$ cat config.mk
export PLATFORM = sky130hd
export DESIGN_NAME = vt100_line_editor
export DESIGN_NICKNAME = d
export VERILOG_FILES = /design/src/sv/vle_pkg.sv /design/src/sv/vle_front.sv /design/src/sv/vle_cmd_fifo.sv /design/src/sv/vle_back.sv /design/src/sv/vt100_line_editor.sv
export SDC_FILE = /design/constraint.sdc
export NUM_CORES = 1
export LEC_CHECK = 0
export BUFFER_PORTS_ARGS = -buffer_cell sky130_fd_sc_hd__buf_2
export CAP_MARGIN = 20
export CORE_MARGIN = 2
export CORE_UTILIZATION = 60
export DETAILED_ROUTE_END_ITERATION = 6
export PLACE_DENSITY_LB_ADDON = 0.3
export SLEW_MARGIN = 30
export SYNTH_ARGS = -nofsm -noshare
export SYNTH_HDL_FRONTEND = slang
export SYNTH_HIERARCHICAL = 1
export SYNTH_SLANG_ARGS = --single-unit
$ cat constraint.sdc
create_clock -name i_clk -period 5.4 [get_ports i_clk]
set_input_delay 0.27 -clock i_clk [delete_from_list [all_inputs] [get_ports i_clk]]
set_output_delay 0.27 -clock i_clk [all_outputs]
set_load 0.02 [all_outputs]
$ cat src/sv/vle_pkg.sv
`timescale 1ns / 1ps

package vle_pkg;

    // Key bytes
    localparam logic [7:0] K_ESC   = 8'h1B;
    localparam logic [7:0] K_BS    = 8'h08;
    localparam logic [7:0] K_DEL   = 8'h7F;
    localparam logic [7:0] K_CR    = 8'h0D;
    localparam logic [7:0] K_LF    = 8'h0A;
    localparam logic [7:0] K_LBRK  = 8'h5B;  // '['
    localparam logic [7:0] K_SS3   = 8'h4F;  // 'O'
    localparam logic [7:0] K_TILDE = 8'h7E;  // '~'
    localparam logic [7:0] K_THREE = 8'h33;  // '3'
    localparam logic [7:0] K_RIGHT = 8'h43;  // 'C'
    localparam logic [7:0] K_LEFT  = 8'h44;  // 'D'
    localparam logic [7:0] K_HOME  = 8'h48;  // 'H'
    localparam logic [7:0] K_END   = 8'h46;  // 'F'
    localparam logic [7:0] K_PR_LO = 8'h20;
    localparam logic [7:0] K_PR_HI = 8'h7E;

    // Event codes on the result
    localparam logic [1:0] EV_ABSORB = 2'd0;
    localparam logic [1:0] EV_CHANGE = 2'd1;
    localparam logic [1:0] EV_SUBMIT = 2'd2;
    localparam logic [1:0] EV_CANCEL = 2'd3;

    // Line limit reset value and hard cap
    localparam logic [5:0] LIMIT_RESET = 6'd32;
    localparam int         RESULT_CAP  = 32;

    // Command queue geometry
    localparam int QUEUE_DEPTH = 2;
    localparam int QPTR_W      = 1;
    localparam int QCNT_W      = 2;

    // Commands handed from the front to the back
    typedef enum logic [3:0] {
        OP_NOP    = 4'd0,
        OP_CANCEL = 4'd1,
        OP_INS    = 4'd2,
        OP_BKSP   = 4'd3,
        OP_DEL    = 4'd4,
        OP_LEFT   = 4'd5,
        OP_RIGHT  = 4'd6,
        OP_HOME   = 4'd7,
        OP_END    = 4'd8,
        OP_SUBMIT = 4'd9
    } t_op;

    typedef struct packed {
        t_op        op;
        logic [7:0] ch;
    } t_cmd;

    // Escape parser phase
    typedef enum logic [4:0] {
        PH_IDLE = 5'b00001,
        PH_ESC  = 5'b00010,
        PH_CSI  = 5'b00100,
        PH_SS3  = 5'b01000,
        PH_CSI3 = 5'b10000
    } t_phase;

    // Back-end sequencer
    typedef enum logic [2:0] {
        BS_IDLE  = 3'b001,
        BS_SHIFT = 3'b010,
        BS_EMIT  = 3'b100
    } t_bstate;

endpackage

$ cat src/sv/vle_front.sv
`timescale 1ns / 1ps

module vle_front (
    input  logic          i_clk,
    input  logic          i_rst_n,
    input  logic          i_push,
    input  logic          i_func,
    input  logic [7:0]    i_key_code,
    output vle_pkg::t_cmd o_cmd
);
    import vle_pkg::*;

    t_phase r_phase, n_phase;
    t_cmd   cmd;

    // Map a CSI/SS3 final byte to a cursor move
    function automatic t_op move_op(input logic [7:0] ch);
        t_op op;
        case (ch)
            K_RIGHT: op = OP_RIGHT;
            K_LEFT:  op = OP_LEFT;
            K_HOME:  op = OP_HOME;
            K_END:   op = OP_END;
            default: op = OP_NOP;
        endcase
        return op;
    endfunction

    // Classify the item and advance the escape parser
    always_comb begin
        n_phase = r_phase;
        cmd.op  = OP_NOP;
        cmd.ch  = i_key_code;
        if (i_func) begin
            if (r_phase == PH_ESC) begin
                cmd.op  = OP_CANCEL;
                n_phase = PH_IDLE;
            end
        end else begin
            case (r_phase)
                PH_ESC: begin
                    if (i_key_code == K_LBRK) begin
                        n_phase = PH_CSI;
                    end else if (i_key_code == K_SS3) begin
                        n_phase = PH_SS3;
                    end else begin
                        cmd.op  = OP_CANCEL;
                        n_phase = PH_IDLE;
                    end
                end
                PH_CSI: begin
                    if (i_key_code == K_THREE) begin
                        n_phase = PH_CSI3;
                    end else begin
                        cmd.op  = move_op(i_key_code);
                        n_phase = PH_IDLE;
                    end
                end
                PH_SS3: begin
                    cmd.op  = move_op(i_key_code);
                    n_phase = PH_IDLE;
                end
                PH_CSI3: begin
                    if (i_key_code == K_TILDE) begin
                        cmd.op = OP_DEL;
                    end
                    n_phase = PH_IDLE;
                end
                default: begin
                    n_phase = PH_IDLE;
                    if (i_key_code == K_CR || i_key_code == K_LF) begin
                        cmd.op = OP_SUBMIT;
                    end else if (i_key_code == K_ESC) begin
                        n_phase = PH_ESC;
                    end else if (i_key_code == K_BS || i_key_code == K_DEL) begin
                        cmd.op = OP_BKSP;
                    end else if (i_key_code inside {[K_PR_LO:K_PR_HI]}) begin
                        cmd.op = OP_INS;
                    end
                end
            endcase
        end
    end

    always_ff @(posedge i_clk) begin
        if (!i_rst_n) begin
            r_phase <= PH_IDLE;
        end else if (i_push) begin
            r_phase <= n_phase;
        end
    end

    assign o_cmd = cmd;

endmodule

$ cat src/sv/vle_cmd_fifo.sv
`timescale 1ns / 1ps

module vle_cmd_fifo (
    input  logic          i_clk,
    input  logic          i_rst_n,
    input  logic          i_push,
    input  vle_pkg::t_cmd i_cmd,
    input  logic          i_pop,
    output vle_pkg::t_cmd o_cmd,
    output logic          o_empty,
    output logic          o_full
);
    import vle_pkg::*;

    t_cmd              r_q [QUEUE_DEPTH];
    logic [QPTR_W-1:0] r_wp, r_rp;
    logic [QCNT_W-1:0] r_cnt;

    assign o_empty = (r_cnt == '0);
    assign o_full  = (r_cnt == QCNT_W'(QUEUE_DEPTH));
    assign o_cmd   = r_q[r_rp];

    // Storage
    always_ff @(posedge i_clk) begin
        if (i_push) begin
            r_q[r_wp] <= i_cmd;
        end
    end

    // Pointers and fill count
    always_ff @(posedge i_clk) begin
        if (!i_rst_n) begin
            r_wp  <= '0;
            r_rp  <= '0;
            r_cnt <= '0;
        end else begin
            if (i_push) begin
                r_wp <= r_wp + 1'b1;
            end
            if (i_pop) begin
                r_rp <= r_rp + 1'b1;
            end
            case ({i_push, i_pop})
                2'b10:   r_cnt <= r_cnt + 1'b1;
                2'b01:   r_cnt <= r_cnt - 1'b1;
                default: r_cnt <= r_cnt;
            endcase
        end
    end

endmodule

$ cat src/sv/vle_back.sv
`timescale 1ns / 1ps

module vle_back #(
    parameter int LINE_DEPTH = 32
) (
    input  logic          i_clk,
    input  logic          i_rst_n,
    input  logic          i_cfg_we,
    input  logic [5:0]    i_cfg_wdata,
    input  vle_pkg::t_cmd i_cmd,
    input  logic          i_empty,
    output logic          o_pop,
    output logic          o_valid,
    output logic [1:0]    o_event_res,
    output logic [7:0]    o_char_out,
    output logic          o_char_valid,
    output logic [5:0]    o_cursor_pos,
    output logic [5:0]    o_line_length,
    output logic          o_last
);
    import vle_pkg::*;

    localparam int         IDX_W = (LINE_DEPTH > 1) ? $clog2(LINE_DEPTH) : 1;
    localparam logic [5:0] CAP   = 6'((LINE_DEPTH < RESULT_CAP) ? LINE_DEPTH : RESULT_CAP);

    // Line memory
    logic [7:0] r_mem [LINE_DEPTH];
    logic [7:0] r_rd_data;
    logic       mem_we;
    logic [5:0] mem_wa, mem_ra;
    logic [7:0] mem_wd;

    // Editor state
    t_bstate    r_state, n_state;
    logic [5:0] r_limit;
    logic [5:0] r_cursor, n_cursor;
    logic [5:0] r_length, n_length;
    logic [5:0] r_ptr, n_ptr;
    logic [5:0] r_cnt, n_cnt;
    logic [5:0] r_wa, n_wa;
    logic       r_pend, n_pend;
    t_op        r_op, n_op;
    logic [7:0] r_ch, n_ch;

    // Result register
    logic       r_ov, n_ov;
    logic [1:0] r_ev, n_ev;
    logic [7:0] r_co, n_co;
    logic       r_cv, n_cv;
    logic [5:0] r_cur, n_cur;
    logic [5:0] r_len, n_len;
    logic       r_last, n_last;

    logic [5:0] eff_lim;

    assign eff_lim = (r_limit > CAP) ? CAP : r_limit;
    assign o_pop   = (r_state == BS_IDLE) && !i_empty;

    always_comb begin
        n_state  = r_state;
        n_cursor = r_cursor;
        n_length = r_length;
        n_ptr    = r_ptr;
        n_cnt    = r_cnt;
        n_wa     = r_wa;
        n_pend   = 1'b0;
        n_op     = r_op;
        n_ch     = r_ch;
        mem_we   = 1'b0;
        mem_wa   = r_wa;
        mem_wd   = r_rd_data;
        mem_ra   = r_ptr;
        n_ov     = 1'b0;
        n_ev     = EV_ABSORB;
        n_co     = 8'd0;
        n_cv     = 1'b0;
        n_cur    = r_cursor;
        n_len    = r_length;
        n_last   = 1'b1;

        case (r_state)
            // Take one command; simple ones finish here
            BS_IDLE: begin
                if (!i_empty) begin
                    n_op = i_cmd.op;
                    n_ch = i_cmd.ch;
                    n_ov = 1'b1;
                    case (i_cmd.op)
                        OP_CANCEL: begin
                            n_ev     = EV_CANCEL;
                            n_cursor = 6'd0;
                            n_length = 6'd0;
                        end
                        OP_RIGHT: begin
                            if (r_cursor < r_length) begin
                                n_cursor = r_cursor + 6'd1;
                                n_ev     = EV_CHANGE;
                            end
                        end
                        OP_LEFT: begin
                            if (r_cursor != 6'd0) begin
                                n_cursor = r_cursor - 6'd1;
                                n_ev     = EV_CHANGE;
                            end
                        end
                        OP_HOME: begin
                            n_cursor = 6'd0;
                            if (r_cursor != 6'd0) begin
                                n_ev = EV_CHANGE;
                            end
                        end
                        OP_END: begin
                            n_cursor = r_length;
                            if (r_cursor != r_length) begin
                                n_ev = EV_CHANGE;
                            end
                        end
                        OP_INS: begin
                            if (r_length < eff_lim) begin
                                n_ov    = 1'b0;
                                n_state = BS_SHIFT;
                                n_ptr   = r_length - 6'd1;
                                n_cnt   = r_length - r_cursor;
                            end
                        end
                        OP_BKSP: begin
                            if (r_cursor != 6'd0) begin
                                n_ov    = 1'b0;
                                n_state = BS_SHIFT;
                                n_ptr   = r_cursor;
                                n_cnt   = r_length - r_cursor;
                            end
                        end
                        OP_DEL: begin
                            if (r_cursor < r_length) begin
                                n_ov    = 1'b0;
                                n_state = BS_SHIFT;
                                n_ptr   = r_cursor + 6'd1;
                                n_cnt   = r_length - r_cursor - 6'd1;
                            end
                        end
                        OP_SUBMIT: begin
                            n_ev = EV_SUBMIT;
                            if (r_length != 6'd0) begin
                                n_ov    = 1'b0;
                                n_state = BS_EMIT;
                                n_ptr   = 6'd0;
                                n_cnt   = r_length;
                            end
                        end
                        default: begin
                            n_ev = EV_ABSORB;
                        end
                    endcase
                    // Moves report the new cursor; a cancel reports the line before clearing
                    if (i_cmd.op != OP_CANCEL) begin
                        n_cur = n_cursor;
                        n_len = n_length;
                    end
                end
            end

            // Move one character per cycle: read ahead, write the word read last cycle
            BS_SHIFT: begin
                if (r_cnt != 6'd0) begin
                    mem_ra = r_ptr;
                    n_pend = 1'b1;
                    n_cnt  = r_cnt - 6'd1;
                    if (r_op == OP_INS) begin
                        n_wa  = r_ptr + 6'd1;
                        n_ptr = r_ptr - 6'd1;
                    end else begin
                        n_wa  = r_ptr - 6'd1;
                        n_ptr = r_ptr + 6'd1;
                    end
                end
                if (r_pend) begin
                    mem_we = 1'b1;
                end else if (r_cnt == 6'd0) begin
                    n_state = BS_IDLE;
                    n_ov    = 1'b1;
                    n_ev    = EV_CHANGE;
                    case (r_op)
                        OP_INS: begin
                            mem_we   = 1'b1;
                            mem_wa   = r_cursor;
                            mem_wd   = r_ch;
                            n_cursor = r_cursor + 6'd1;
                            n_length = r_length + 6'd1;
                        end
                        OP_BKSP: begin
                            n_cursor = r_cursor - 6'd1;
                            n_length = r_length - 6'd1;
                        end
                        default: begin
                            n_length = r_length - 6'd1;
                        end
                    endcase
                    n_cur = n_cursor;
                    n_len = n_length;
                end
            end

            // Stream the line out, one character per cycle
            BS_EMIT: begin
                if (r_cnt != 6'd0) begin
                    mem_ra = r_ptr;
                    n_pend = 1'b1;
                    n_cnt  = r_cnt - 6'd1;
                    n_ptr  = r_ptr + 6'd1;
                end
                if (r_pend) begin
                    n_ov   = 1'b1;
                    n_ev   = EV_SUBMIT;
                    n_co   = r_rd_data;
                    n_cv   = 1'b1;
                    n_last = (r_cnt == 6'd0);
                    if (r_cnt == 6'd0) begin
                        n_state  = BS_IDLE;
                        n_cursor = 6'd0;
                        n_length = 6'd0;
                    end
                end
            end

            default: begin
                n_state = BS_IDLE;
            end
        endcase
    end

    // Line memory ports
    always_ff @(posedge i_clk) begin
        if (mem_we) begin
            r_mem[mem_wa[IDX_W-1:0]] <= mem_wd;
        end
        r_rd_data <= r_mem[mem_ra[IDX_W-1:0]];
    end

    // Control state
    always_ff @(posedge i_clk) begin
        if (!i_rst_n) begin
            r_state  <= BS_IDLE;
            r_limit  <= LIMIT_RESET;
            r_cursor <= 6'd0;
            r_length <= 6'd0;
            r_pend   <= 1'b0;
            r_ov     <= 1'b0;
        end else begin
            r_state  <= n_state;
            if (i_cfg_we) begin
                r_limit <= i_cfg_wdata;
            end
            r_cursor <= n_cursor;
            r_length <= n_length;
            r_pend   <= n_pend;
            r_ov     <= n_ov;
        end
    end

    // Datapath registers
    always_ff @(posedge i_clk) begin
        r_ptr  <= n_ptr;
        r_cnt  <= n_cnt;
        r_wa   <= n_wa;
        r_op   <= n_op;
        r_ch   <= n_ch;
        r_ev   <= n_ev;
        r_co   <= n_co;
        r_cv   <= n_cv;
        r_cur  <= n_cur;
        r_len  <= n_len;
        r_last <= n_last;
    end

    assign o_valid       = r_ov;
    assign o_event_res   = r_ev;
    assign o_char_out    = r_co;
    assign o_char_valid  = r_cv;
    assign o_cursor_pos  = r_cur;
    assign o_line_length = r_len;
    assign o_last        = r_last;

endmodule

$ cat src/sv/vt100_line_editor.sv
`timescale 1ns / 1ps
// Simple keys give their result through the command queue and the back-end result register;
// an insert or delete first moves the characters behind the cursor in the line memory, and
// a submit streams the line one character per cycle. The receiver cannot stall.
// Throughput: one simple key per cycle while busy is low; an edit or submit holds the back
// end while a 2-entry command queue takes further keys. Synchronous active-low reset
// clears cursor, length, parser phase and queue, and sets the line limit to 32.
module vt100_line_editor #(
    parameter int LINE_DEPTH = 32
) (
    input  logic       i_clk,
    input  logic       i_rst_n,
    input  logic       start,
    output logic       busy,
    input  logic       i_func,
    input  logic [7:0] i_key_code,
    input  logic       i_cfg_we,
    input  logic [5:0] i_cfg_wdata,
    output logic       o_valid,
    output logic [1:0] o_event_res,
    output logic [7:0] o_char_out,
    output logic       o_char_valid,
    output logic [5:0] o_cursor_pos,
    output logic [5:0] o_line_length,
    output logic       o_last
);
    import vle_pkg::*;

    logic push, pop, q_empty, q_full;
    t_cmd f_cmd, q_cmd;

    assign busy = q_full;
    assign push = start && !q_full;

    // Front: escape parse and key classification
    vle_front u_front (
        .i_clk      (i_clk),
        .i_rst_n    (i_rst_n),
        .i_push     (push),
        .i_func     (i_func),
        .i_key_code (i_key_code),
        .o_cmd      (f_cmd)
    );

    // Command queue
    vle_cmd_fifo u_fifo (
        .i_clk   (i_clk),
        .i_rst_n (i_rst_n),
        .i_push  (push),
        .i_cmd   (f_cmd),
        .i_pop   (pop),
        .o_cmd   (q_cmd),
        .o_empty (q_empty),
        .o_full  (q_full)
    );

    // Back: line memory and edit sequencer
    vle_back #(
        .LINE_DEPTH (LINE_DEPTH)
    ) u_back (
        .i_clk         (i_clk),
        .i_rst_n       (i_rst_n),
        .i_cfg_we      (i_cfg_we),
        .i_cfg_wdata   (i_cfg_wdata),
        .i_cmd         (q_cmd),
        .i_empty       (q_empty),
        .o_pop         (pop),
        .o_valid       (o_valid),
        .o_event_res   (o_event_res),
        .o_char_out    (o_char_out),
        .o_char_valid  (o_char_valid),
        .o_cursor_pos  (o_cursor_pos),
        .o_line_length (o_line_length),
        .o_last        (o_last)
    );

endmodule

# [Yosys cells after proc, flatten, opt, wreduce, memory -nomap -nowiden]
# Memory sizes are Yosys's and may differ from the RTL's. A register that Yosys moved wholly into a read port is not among the register bits.
# Cells that the tools add are included.
[totals] reg_bits=85 ramBits=280 word_cells=230 n_memories=2
[op_classes] add_sub_neg=13 order_cmp=5 n_eq_ne=49 n_mux=111 bitwise_logic=1 reduce_logical=28
[mem_list] memory="u_back.r_mem" words=32 word_bits=8 read_ports=1 rd_ports_with_merged_regs=1 write_ports=1 line_no="vle_back.sv:27" rtl="logic [7:0] r_mem [LINE_DEPTH];"
[mem_list] memory="u_fifo.r_q" words=2 word_bits=12 read_ports=1 rd_ports_with_merged_regs=1 write_ports=1 line_no="vle_cmd_fifo.sv:15" rtl="t_cmd r_q [QUEUE_DEPTH];"
[ops] cell="2-to-1 mux 6 bit" n=31
[ops] cell="one-hot mux 6 bit (4 select lines)" n=3
[ops] cell="== test 8 x 7 -> 1 bit (second input constant)" n=8
[ops] cell="one-hot mux 6 bit (3 select lines)" n=3
[ops] cell="2-to-1 mux 5 bit" n=10
[ops] cell="one-hot mux 6 bit (2 select lines)" n=4
[ops] cell="2-to-1 mux 8 bit" n=4
[ops] cell="one-hot mux 4 bit (4 select lines)" n=2
[ops] cell="subtractor 6 x 1 -> 6 bit (second input constant)" n=5
[ops] cell="2-to-1 mux 4 bit" n=7
[ops] cell="2-to-1 mux 3 bit" n=9
[ops] cell="2-to-1 mux 1 bit" n=25
[ops] cell="== test 8 x 4 -> 1 bit (second input constant)" n=3
[ops] cell="adder 6 x 1 -> 6 bit (second input constant)" n=3
[ops] cell="nonzero test 6 bit" n=3
[ops] cell="== test 4 x 2 -> 1 bit (second input constant)" n=4
[ops] cell="== test 4 x 3 -> 1 bit (second input constant)" n=4
[ops] cell="AND reduction 8 bit" n=2
[ops] cell="one-hot mux 5 bit (3 select lines)" n=1
[ops] cell="< comparator 6 bit" n=2
[ops] cell="!= test 2 x 1 -> 1 bit (second input constant)" n=6
[ops] cell="!= test 3 bit (second input constant)" n=4
[ops] cell="one-hot mux 3 bit (4 select lines)" n=1
[ops] cell="2-to-1 mux 2 bit" n=5
[ops] cell="42 further kinds" n=58

# [Longest topological paths before layout]
# Gate-level depths: netlist of the first run.
[logic_depth] depth_word=8 ltp_mapped=11 mapped_depth_nobuf=10

# [Cells and area by module]
# The synthesis of the first run kept the hierarchy.
[by_module_without_submodules] mod="vle_back" n_inst=1 cells_per_inst=997 area_each_um2=15100.7 seq_area_each_um2=9629.2
[by_module_without_submodules] mod="vle_cmd_fifo" n_inst=1 cells_per_inst=59 area_each_um2=1077.3 seq_area_each_um2=820.8
[by_module_without_submodules] mod="vle_front" n_inst=1 cells_per_inst=105 area_each_um2=721.9 seq_area_each_um2=100.1
[by_module_without_submodules] mod="vt100_line_editor" n_inst=1 cells_per_inst=1 area_each_um2=13.8 seq_area_each_um2=0.0

# [Worst setup path after synthesis of the first run]
# No wires, ideal clock.
[synth_timing] kind="register -> register" startpoint="register u_back.r_cnt[0]" endpoint="memory u_back.r_mem[16][0], enable pin" setup_time_ns=0.370 arrival_time_ns=2.576 required_ns=5.030 path_slack_ns=2.453 stages_incl_launch_ff=9 path_buffers=0 path_cell_list="edfxtp_1 inv_1 ha_1 or3b_4 nor3_4 nand3_4 mux2i_4 or3b_1 nor2_1"
[synth_via] elab_chain_cells=6
[synth_lines] item="from (decl)" line_no="vle_back.sv:39" rtl="logic [5:0] r_cnt, n_cnt;"
[synth_lines] item="from (signal assigned)" line_no="vle_back.sv:264" rtl="r_cnt <= n_cnt;"
[synth_lines] item="zero test 6 bit (*)" line_no="vle_back.sv:179" rtl="end else if (r_cnt == 6'd0) begin"
[synth_lines] item="2-to-1 mux 1 bit" line_no="vle_back.sv:179"
[synth_lines] item="2-to-1 mux 1 bit" line_no="vle_back.sv:177" rtl="if (r_pend) begin"
[synth_lines] item="2-to-1 mux 1 bit" line_no="vle_back.sv:81" rtl="case (r_state)"
[synth_lines] item="2-to-1 mux 1 bit" line_no="vle_back.sv:234" rtl="if (mem_we) begin"
[synth_lines] item="2-to-1 mux 1 bit (implied by the code)" line_no="vle_back.sv:235" rtl="r_mem[mem_wa[IDX_W-1:0]] <= mem_wd;"
[synth_lines] item="to (decl)" line_no="vle_back.sv:27"
# Mark *: on every way between the ends. The rest lies on a longest branch, timed or not.

# [Worst setup path in the final report of the first run]
[layout_timing] startpoint="register u_back.r_op[0]" endpoint="memory u_back.r_mem[16][0], enable pin"
[layout_via] elab_chain_cells=7
[layout_lines] item="from (decl)" line_no="vle_back.sv:42" rtl="t_op r_op, n_op;"
[layout_lines] item="from (signal assigned)" line_no="vle_back.sv:266" rtl="r_op <= n_op;"
[layout_lines] item="== test 4 x 2 -> 1 bit (*)" line_no="vle_back.sv:183" rtl="case (r_op)"
[layout_lines] item="2-to-1 mux 1 bit" line_no="vle_back.sv:183"
[layout_lines] item="2-to-1 mux 1 bit" line_no="vle_back.sv:179"
[layout_lines] item="2-to-1 mux 1 bit" line_no="vle_back.sv:177"
[layout_lines] item="2-to-1 mux 1 bit" line_no="vle_back.sv:81"
[layout_lines] item="2-to-1 mux 1 bit" line_no="vle_back.sv:234"
[layout_lines] item="2-to-1 mux 1 bit (implied by the code)" line_no="vle_back.sv:235"
# Marked as above.

==> metrics.txt, run 1 <==
outcome complete, no violations; warnings from Yosys 6; wl on met1 16670 um; CTS tree done; final worst setup slack between 1500 and 2000 ps; RR Startpoint u_back/r_op[0]$_DFFE_PP_; Clock Tree Buf Depth 3; VDD IR-drop max roughly 0.00031 V; Hold WC Path Type input pin to flip-flop; Sw Ratio 0.2969; share of cells above drive strength 1 0.2029; skew final 17.39 ps; Setup Buffers After CTS 0; initial core utilization 0.6088; largest net degree at the start of global routing approximately 70; I/O Pins between 40 and 50; Port Buffers 44; period utilization 0.6751; crit path from u_back/r_op[0]$_DFFE_PP_; CP Max Fanout 17; Yosys cell types between 90 and 100; clock power share 0.317; post-CTS sizing 0; Final Routed Wirelength between 30000 and 40000 um; synth top area cells edfxtp_1 (55%), mux4_2 (11%), dfxtp_1 (7.7%), nor2_1 (2.2%), mux2_2 (1.9%); setup TNS 0 ps; Num CTS Buffers 38; Final Hold Vio Count 0; Antenna Cells 0; combinational share of power 0.231; Slew @ Worst Pin between 900 and 1000 ps; Fmax ~270 MHz; ANT nets after route 0; crit path DAT about 3800 ps; initial antenna violation count 0; minimum clock period 3646 ps; pre-CTS setup slack roughly 1800 ps; Clock Sinks roughly 370; Fill cells around 1900; die area between 20000 and 30000 um2; clk_lat worst skew approximately 540 ps; first-pass GRT wire length between 60000 and 70000 um; area of the multi-input gates just under 6000 um2; DRT Pass-1 Iters 7; Die Span Y 171.9 um; number of synthesized flops with an enable pin approximately 310; vias per cell about 6.6; syn_nets 1204; num rows 61; Tot GR Track Use 0.2781; Top FF cell, synth edfxtp_1; gate count of the mapped netlist between 1000 and 1500; total grt overflow 0; leading area contributor after synthesis edfxtp_1; Nets about 1200; relative slew slack 0.3637; Post-synth top cells edfxtp_1 (308), nor2_1 (98), mux4_2 (80); vias in the first global route 9955; met3 routed WL roughly 3400 um; Vias 10620; synthesized cell area 16910 um2; storage element area roughly 11000 um2; routability congestion estimate around 0.94; sequential share of the synthesized area 0.6238; Pint ~5.8 mW; PD cells between 400 and 500 nW/um2; Hold Buf Count CTS 6; Core Region between 20000 and 30000 um2; clock slew seen by the registers of the worst setup and hold paths roughly 60 ps; Residual DRC 0; final count of negative-setup-slack endpoints 0; min-delay src i_cfg_wdata[1]; average size of a mapped cell between 10 and 15 um2; Final Max Tran Viols 0; #FFs+latches synth around 370; Max-Cap Viols 0; Routed wire per std cell roughly 25 um; startpoint types flip-flop; dpl hpwl 25030 um; Sequential Power Share 0.452; Die Wd roughly 170 um; met2 WL about 19000 um; required time worst endpoint 5560 ps; Leakage Power around 6.3 nW; DR iter-0 viols ~1400; Synth top area share 0.5468; H-tree Lvls 2; Sw Pwr approximately 2.4 mW; top sig layer met4; Root Driver clkbuf_16; RSZ-0062 raised after global routing no; ys async rst share 0; most frequent cell after synthesis edfxtp_1; critical path class flip-flop to flip-flop; Setup crit end kind flip-flop; P&R area growth vs syn 10.39%
-- critical path, stage by stage (launching register included) --
cell and delay [ps]:
edfxtp_1 570, nor4b_4 910, nand3_4 390, mux2i_4 350
or3b_1 490, nor2_1 550
-- power groups by stage --
stage | logic (mW) | registers [mW] | clock network, mW
floorplan | 1.38 | 3.69 | 0
global placement | 1.81 | 3.78 | 0
detailed placement | 1.85 | 3.78 | 0
CTS | 1.87 | 3.72 | 2.65
global route | 2.06 | 3.75 | 2.76
finish | 1.90 | 3.72 | 2.61
-- kinds of logic (layout without fill, tap and decap cells) --
family | after synthesis | in the layout | share of synthesized area
simple gates | 312 | 312 | 0.09735
fa+ha+maj | 23 | 23 | 0.01746
mux | 126 | 126 | 0.1374
compound gates | 196 | 196 | 0.07797
buf+inv | 92 | 152 | 0.02537
xor+xnor | 40 | 40 | 0.02071
flops | 373 | 373 | 0.6238
-- sequential cells by signal, indices dropped and copies added, names as in the netlist, 3 cells and up, named ones only --
name                  cells
u_back/o_line_length      6
u_back/r_mem            256
u_back/o_char_out         8
u_back/r_length           6
u_back/r_ch               8
u_back/r_rd_data          8
u_back/r_cnt              6
u_back/r_state            3
u_back/r_op               4
u_back/r_ptr              5
u_back/r_cursor           6
u_back/r_limit            6
u_front/r_phase           5
u_fifo/r_q               24
u_back/o_cursor_pos       6
u_back/r_wa               5
-- routing by layer --
metal,track usage,vias to the layer above
li1,-,4600
met1,0.4173,5360
met2,0.4351,589
met3,0.03822,75
met4,0.07600,0
met5,0,-
-- final cells by class --
cell class,instances,share of cell area
Timing Repair Buffer,58,0.01910
Clock buffer,52,0.05670
Clock inverter,17,0.009985
Inverter,25,0.005026
Sequential cell,373,0.5651
Multi-Input combinational cell,697,0.3188
Tap cell,378,0.02533
-- stage by stage --
step | util | power [mW] | instances | hold WS, ps | cell area [um2]
floorplan | - | 5.065 | 1162 | 387.5 | 16910
global placement | 0.6243 | 5.592 | 1524 | 442.8 | 17340
detailed placement | 0.6247 | 5.630 | 1524 | 443.1 | 17350
CTS | 0.6716 | 8.238 | 1599 | 1.399 | 18660
global route | 0.6720 | 8.565 | 1600 | 13.14 | 18670
finish | 0.6720 | 8.233 | 1600 | 18.53 | 18670
-- final timing paths --
check             slack [ps]                              end  cells past startpoint
setup reg to reg        1750    u_back/r_mem[16][0]$_DFFE_PP_                      5
hold reg to reg          460  u_back/o_char_out[6]$_SDFF_PN0_                      1
hold / removal            20   u_back/r_limit[1]$_SDFFE_PN0P_                      3
setup / recovery        1750    u_back/r_mem[16][0]$_DFFE_PP_                      5
-- layout by cell type, fill, tap and decap left out, drive strengths merged, types with 7 or more instances in the layout --
cell type,n
nor3b,8
nor3,18
nand2,59
a22oi,10
buf,52
nor2b,15
nand2b,14
a211oi,8
nand3,22
clkbuf,52
mux4,80
o211ai,10
mux2i,17
xnor2,28
o21ai,38
and2,16
nor4,9
a21oi,45
xor2,12
edfxtp,308
inv,27
or3,9
mux2,29
o21a,7
nor2,100
a31oi,16
dfxtp,65
clkinv,12
ha,22
and3,7
Power figures use the tool's default switching activity.
==> run 2, diff against run 1 <==
CORE_UTILIZATION = 56   (was 60)
clock period = 3.2 ns   (was 5.4 ns; I/O delays follow)
==> metrics.txt, run 2 (same netlist as run 1, synthesis figures left out) <==
Die Span Y 177.8 um (+3.4%); share of cells above drive strength 1 0.2508 (+0.04782); clock slew seen by the registers of the worst setup and hold paths 60 ps (about the same); PD cells 735.9 nW/um2 (+67%); largest net degree at the start of global routing 69 (-2.8%); Antenna Cells 0 (unchanged); Leakage Power 6.798 nW (+7.9%); Vias 10900 (+2.6%); commonest non-fill, non-tap cells in the layout edfxtp_1 (308), nor2_1 (98), mux4_2 (80), buf_4 (78), dfxtp_1 (65); Max-Cap Viols 0 (unchanged); Final Hold Vio Count 0 (unchanged); CP Max Fanout 10 (-7); Setup crit end kind flip-flop; ANT nets after route 0 (unchanged); commonest non-fill, non-tap cell in the layout edfxtp_1; critical path class flip-flop to flip-flop; Clock Sinks 373 (unchanged); Die Wd 177.8 um (+3.4%); Routed wire per std cell 24.46 um (-1.9%); num rows 63 (+3.3%); Clock Tree Buf Depth 3 (unchanged); Num CTS Buffers 38 (unchanged); dpl hpwl 26860 um (+7.3%); Nets 1326 (+7.4%); Util after Layout 0.6566 (-0.01540); RSZ-0062 raised after global routing no; Core Region 29720 um2 (+7.0%); DR iter-0 viols 1458 (+1.9%); vias per cell 6.405 (-3.5%); skew final 22.12 ps (+4.733 ps); Fmax 334.0 MHz (+22%); final count of negative-setup-slack endpoints 0 (unchanged); Final Non-Filler Cells 1702 (+6.4%); DRT Pass-1 Iters 5 (-2); Final Max Tran Viols 0 (unchanged); Slew @ Worst Pin 924.1 ps (-30.25 ps); clk_lat worst skew 550 ps (about the same); minimum clock period 2994 ps (-651.9 ps); I/O Pins 45 (unchanged); total grt overflow 0 (unchanged); P&R area growth vs syn 15.37%; post-CTS sizing 0 (unchanged); startpoint types flip-flop; relative slew slack 0.3774 (+0.01366); first-pass GRT wire length 64430 um (+5.8%); Final Routed Wirelength 41640 um (+4.3%); placed insts 1616 (+6.0%); vias in the first global route 10610 (+6.6%); die area 31610 um2 (+7.0%); Root Driver clkbuf_16; setup TNS 0 ps (unchanged); Hold WC Path Type input pin to flip-flop; routability congestion estimate 0.9154 (-2.6%); initial core utilization 0.5692 (-0.03965); max FFs per register 256 (unchanged); outcome complete, no violations; required time worst endpoint 3440 ps (-2120 ps); H-tree Lvls 2 (unchanged); initial antenna violation count 0 (unchanged); CTS tree done; period utilization 0.9355 (+0.2604); VDD IR-drop max 0.0005525 V (+80%); Port Buffers 44 (unchanged); Tot GR Track Use 0.2725 (-0.005585); crit path DAT 3230 ps (-580 ps); Residual DRC 0 (unchanged)
[run 2: final cells by class]
type | instances | area [um2]
Clock buffer | 44 | 994.7
Clock inverter | 24 | 279.0
Fill cell | 2021 | 10200
Inverter | 25 | 93.84
Multi-Input combinational cell | 697 | 5941
Sequential cell | 373 | 10550
Tap cell | 390 | 488.0
Timing Repair Buffer | 149 | 1167
[run 2: worst max-delay path, stage by stage (launching register included)]
cell and delay [ps]:
edfxtp_1 410, inv_1 80, ha_1 190, or3b_4 430, nor3_4 280, nand3_4 230
mux2i_4 280, or3b_1 450, nor2_1 160, buf_4 200
[run 2: per-stage QoR]
stage,power [mW],area (um2),hold WS [ps],setup WS [ps]
floorplan,8.548,16910,277.5,253.4
global placement,9.752,18060,381.1,307.9
detailed placement,9.819,18060,382.1,262.0
CTS,14.37,19500,3.317,247.6
global route,14.91,19510,48.43,61.62
finish,14.36,19510,38.44,206.3
[run 2: report_power, final]
| part | switching (mW) | total, mW | internal [mW] | leakage [nW] |
|---|---|---|---|---|
| combinational | 2.17 | 3.62 | 1.44 | 2.87 |
| clock | 1.90 | 4.56 | 2.66 | 0.617 |
| sequential | 0.208 | 6.19 | 5.98 | 3.31 |
[run 2: timing repair]
item	CTS	global route
hold buffers	17	0
endpoints found under the hold margin	22	0
buffers inserted	0	0
[run 2: path summary, 6_finish.rpt]
| check | start | end | slack (ps) | depth (start not counted) |
|---|---|---|---|---|
| hold reg to reg | u_back/r_rd_data[7]$_DFF_P_ | u_back/o_char_out[7]$_SDFF_PN0_ | 470 | 1 |
| setup reg to reg | u_back/r_cnt[0]$_DFFE_PP_ | u_back/r_mem[16][6]$_DFFE_PP_ | 210 | 9 |
| setup / recovery | u_back/r_cnt[0]$_DFFE_PP_ | u_back/r_mem[16][6]$_DFFE_PP_ | 210 | 9 |
| hold / removal | i_cfg_we | u_back/r_limit[2]$_SDFFE_PN0P_ | 40 | 3 |
[run 2: layer usage]
metal,part of all wire,track usage,routed length [um],vias to the layer above
li1,-,-,-,4762
met5,0,0,0,-
met3,0.087,0.04135,3615,83
met2,0.48,0.4348,20010,593
met4,0.027,0.08402,1114,0
met1,0.41,0.3904,16890,5464
==> run 3, diff against run 2 <==
CORE_UTILIZATION = 45   (was 56)
SKIP_CTS_REPAIR_TIMING = 1   (was not set)
==> metrics.txt, run 3 (same netlist as run 1, synthesis figures left out) <==
outcome complete, no violations; Sequential Power Share 0.420 (-0.011); PD cells 741.8 nW/um2 (+0.80%); pre-CTS setup slack 327.8 ps (+65.74 ps); clock power share 0.324 (+0.007); Leakage Power 6.876 nW (+1.1%); Nets 1327 (+0.075%); share of cells above drive strength 1 0.2536 (+0.002844); total design power 14.66 mW (+2.1%); required time worst endpoint 3460 ps (+20 ps); Sw Pwr 4.346 mW (+1.5%); Max-Cap Viols 0 (unchanged); vias in the first global route 10390 (-2.1%); Vias 10640 (-2.4%); startpoint types flip-flop; num rows 71 (+13%); max FFs per register 256 (unchanged); I/O Pins 45 (unchanged); setup TNS 0 ps (unchanged); CTS tree done; commonest non-fill, non-tap cells in the layout edfxtp_1 (308), nor2_1 (98), mux4_2 (80), buf_4 (75), dfxtp_1 (65); crit path DAT 3160 ps (-70 ps); Antenna Cells 0 (unchanged); Root Driver clkbuf_16; die area 39150 um2 (+24%); Fmax 344.1 MHz (+3.0%); Clock Sinks 373 (unchanged); Die Wd 197.9 um (+11%); placed insts 1700 (+5.2%); Final Cell Area 19760 um2 (+1.3%); Final Hold Vio Count 0 (unchanged); Util after Layout 0.5297 (-0.1270); Slew @ Worst Pin 961.7 ps (+37.57 ps); vias per cell 5.942 (-7.2%); CP Max Fanout 9 (-1); initial core utilization 0.4533 (-0.1158); minimum clock period 2906 ps (-87.88 ps); initial antenna violation count 0 (unchanged); Tot GR Track Use 0.2161 (-0.05642); Hold WC Path Type input pin to flip-flop; H-tree Lvls 2 (unchanged); ANT nets after route 0 (unchanged); Port Buffers 44 (unchanged); Clock Tree Buf Depth 3 (unchanged); DP Area 18200 um2 (+0.79%); Final Non-Filler Cells 1791 (+5.2%); Setup crit end kind flip-flop; clk_lat worst skew 560 ps (about the same); Final Routed Wirelength 41690 um (+0.13%); relative slew slack 0.3521 (-0.02531); combinational share of power 0.256 (+0.004); WHS 13.74 ps (-24.70 ps); RSZ-0062 raised after global routing no; final count of negative-setup-slack endpoints 0 (unchanged); first-pass GRT wire length 63170 um (-1.9%); dpl hpwl 27540 um (+2.5%); Residual DRC 0 (unchanged); skew final 23.52 ps (+1.402 ps); Num CTS Buffers 40 (+5.3%); final worst setup slack 294.2 ps (+87.89 ps); critical path class flip-flop to flip-flop; DRT Pass-1 Iters 5 (unchanged); Routed wire per std cell 23.28 um (-4.8%); DR iter-0 viols 1045 (-28%); commonest non-fill, non-tap cell in the layout edfxtp_1; VDD IR-drop max 0.0005216 V (-5.6%); Die Span Y 197.9 um (+11%); Pint 10.31 mW (+2.3%); routability congestion estimate 0.8896 (-2.8%); largest net degree at the start of global routing 69 (unchanged); clock slew seen by the registers of the worst setup and hold paths 60 ps (about the same); Sw Ratio 0.2964 (-0.001714); total grt overflow 0 (unchanged); P&R area growth vs syn 16.84%; Final Max Tran Viols 0 (unchanged); Core Region 37310 um2 (+26%); period utilization 0.9081 (-0.02746)
## run 3: worst paths after layout
kind | from | to | slack [ps] | depth (start not counted)
max | u_back/r_cnt[0]$_DFFE_PP_ | u_back/r_mem[0][2]$_DFFE_PP_ | 290 | 10
min | i_cfg_we | u_back/r_limit[1]$_SDFFE_PN0P_ | 10 | 3
max reg2reg | u_back/r_cnt[0]$_DFFE_PP_ | u_back/r_mem[0][2]$_DFFE_PP_ | 290 | 10
min reg2reg | u_back/r_rd_data[0]$_DFF_P_ | u_back/o_char_out[0]$_SDFF_PN0_ | 480 | 1
## run 3: critical path, cell delays in order, from the launching register on
cell      delay [ps]
edfxtp_1         400
inv_1             80
ha_1             190
or3b_4           430
nor3_4           250
nand3_4          200
buf_4            250
mux2i_4          200
nand2_2          260
nor2_1           170
buf_4            190
## run 3: metal layers
| layer | vias to the layer above | global-route usage | share of wire |
|---|---|---|---|
| met1 | 5355 | 0.3005 | 0.42 |
| li1 | 4763 | - | - |
| met5 | - | 0 | 0 |
| met4 | 0 | 0.05876 | 0.021 |
| met2 | 452 | 0.3529 | 0.49 |
| met3 | 72 | 0.03764 | 0.073 |
## run 3: final cells by class
cell class / instances / area [um2]
Fill cell: 3013 / 17550
Tap cell: 474 / 593.1
Multi-Input combinational cell: 697 / 5941
Clock inverter: 21 / 262.8
Clock buffer: 53 / 1124
Sequential cell: 373 / 10550
Inverter: 25 / 93.84
Timing Repair Buffer: 148 / 1199
## run 3: power groups by stage
stage / clock network, mW / logic, mW / registers, mW
finish: 4.74 / 3.75 / 6.16
global route: 5.02 / 4.05 / 6.19
CTS: 4.83 / 3.70 / 6.18
detailed placement: 0 / 3.68 / 6.27
global placement: 0 / 3.65 / 6.27
floorplan: 0 / 2.32 / 6.23
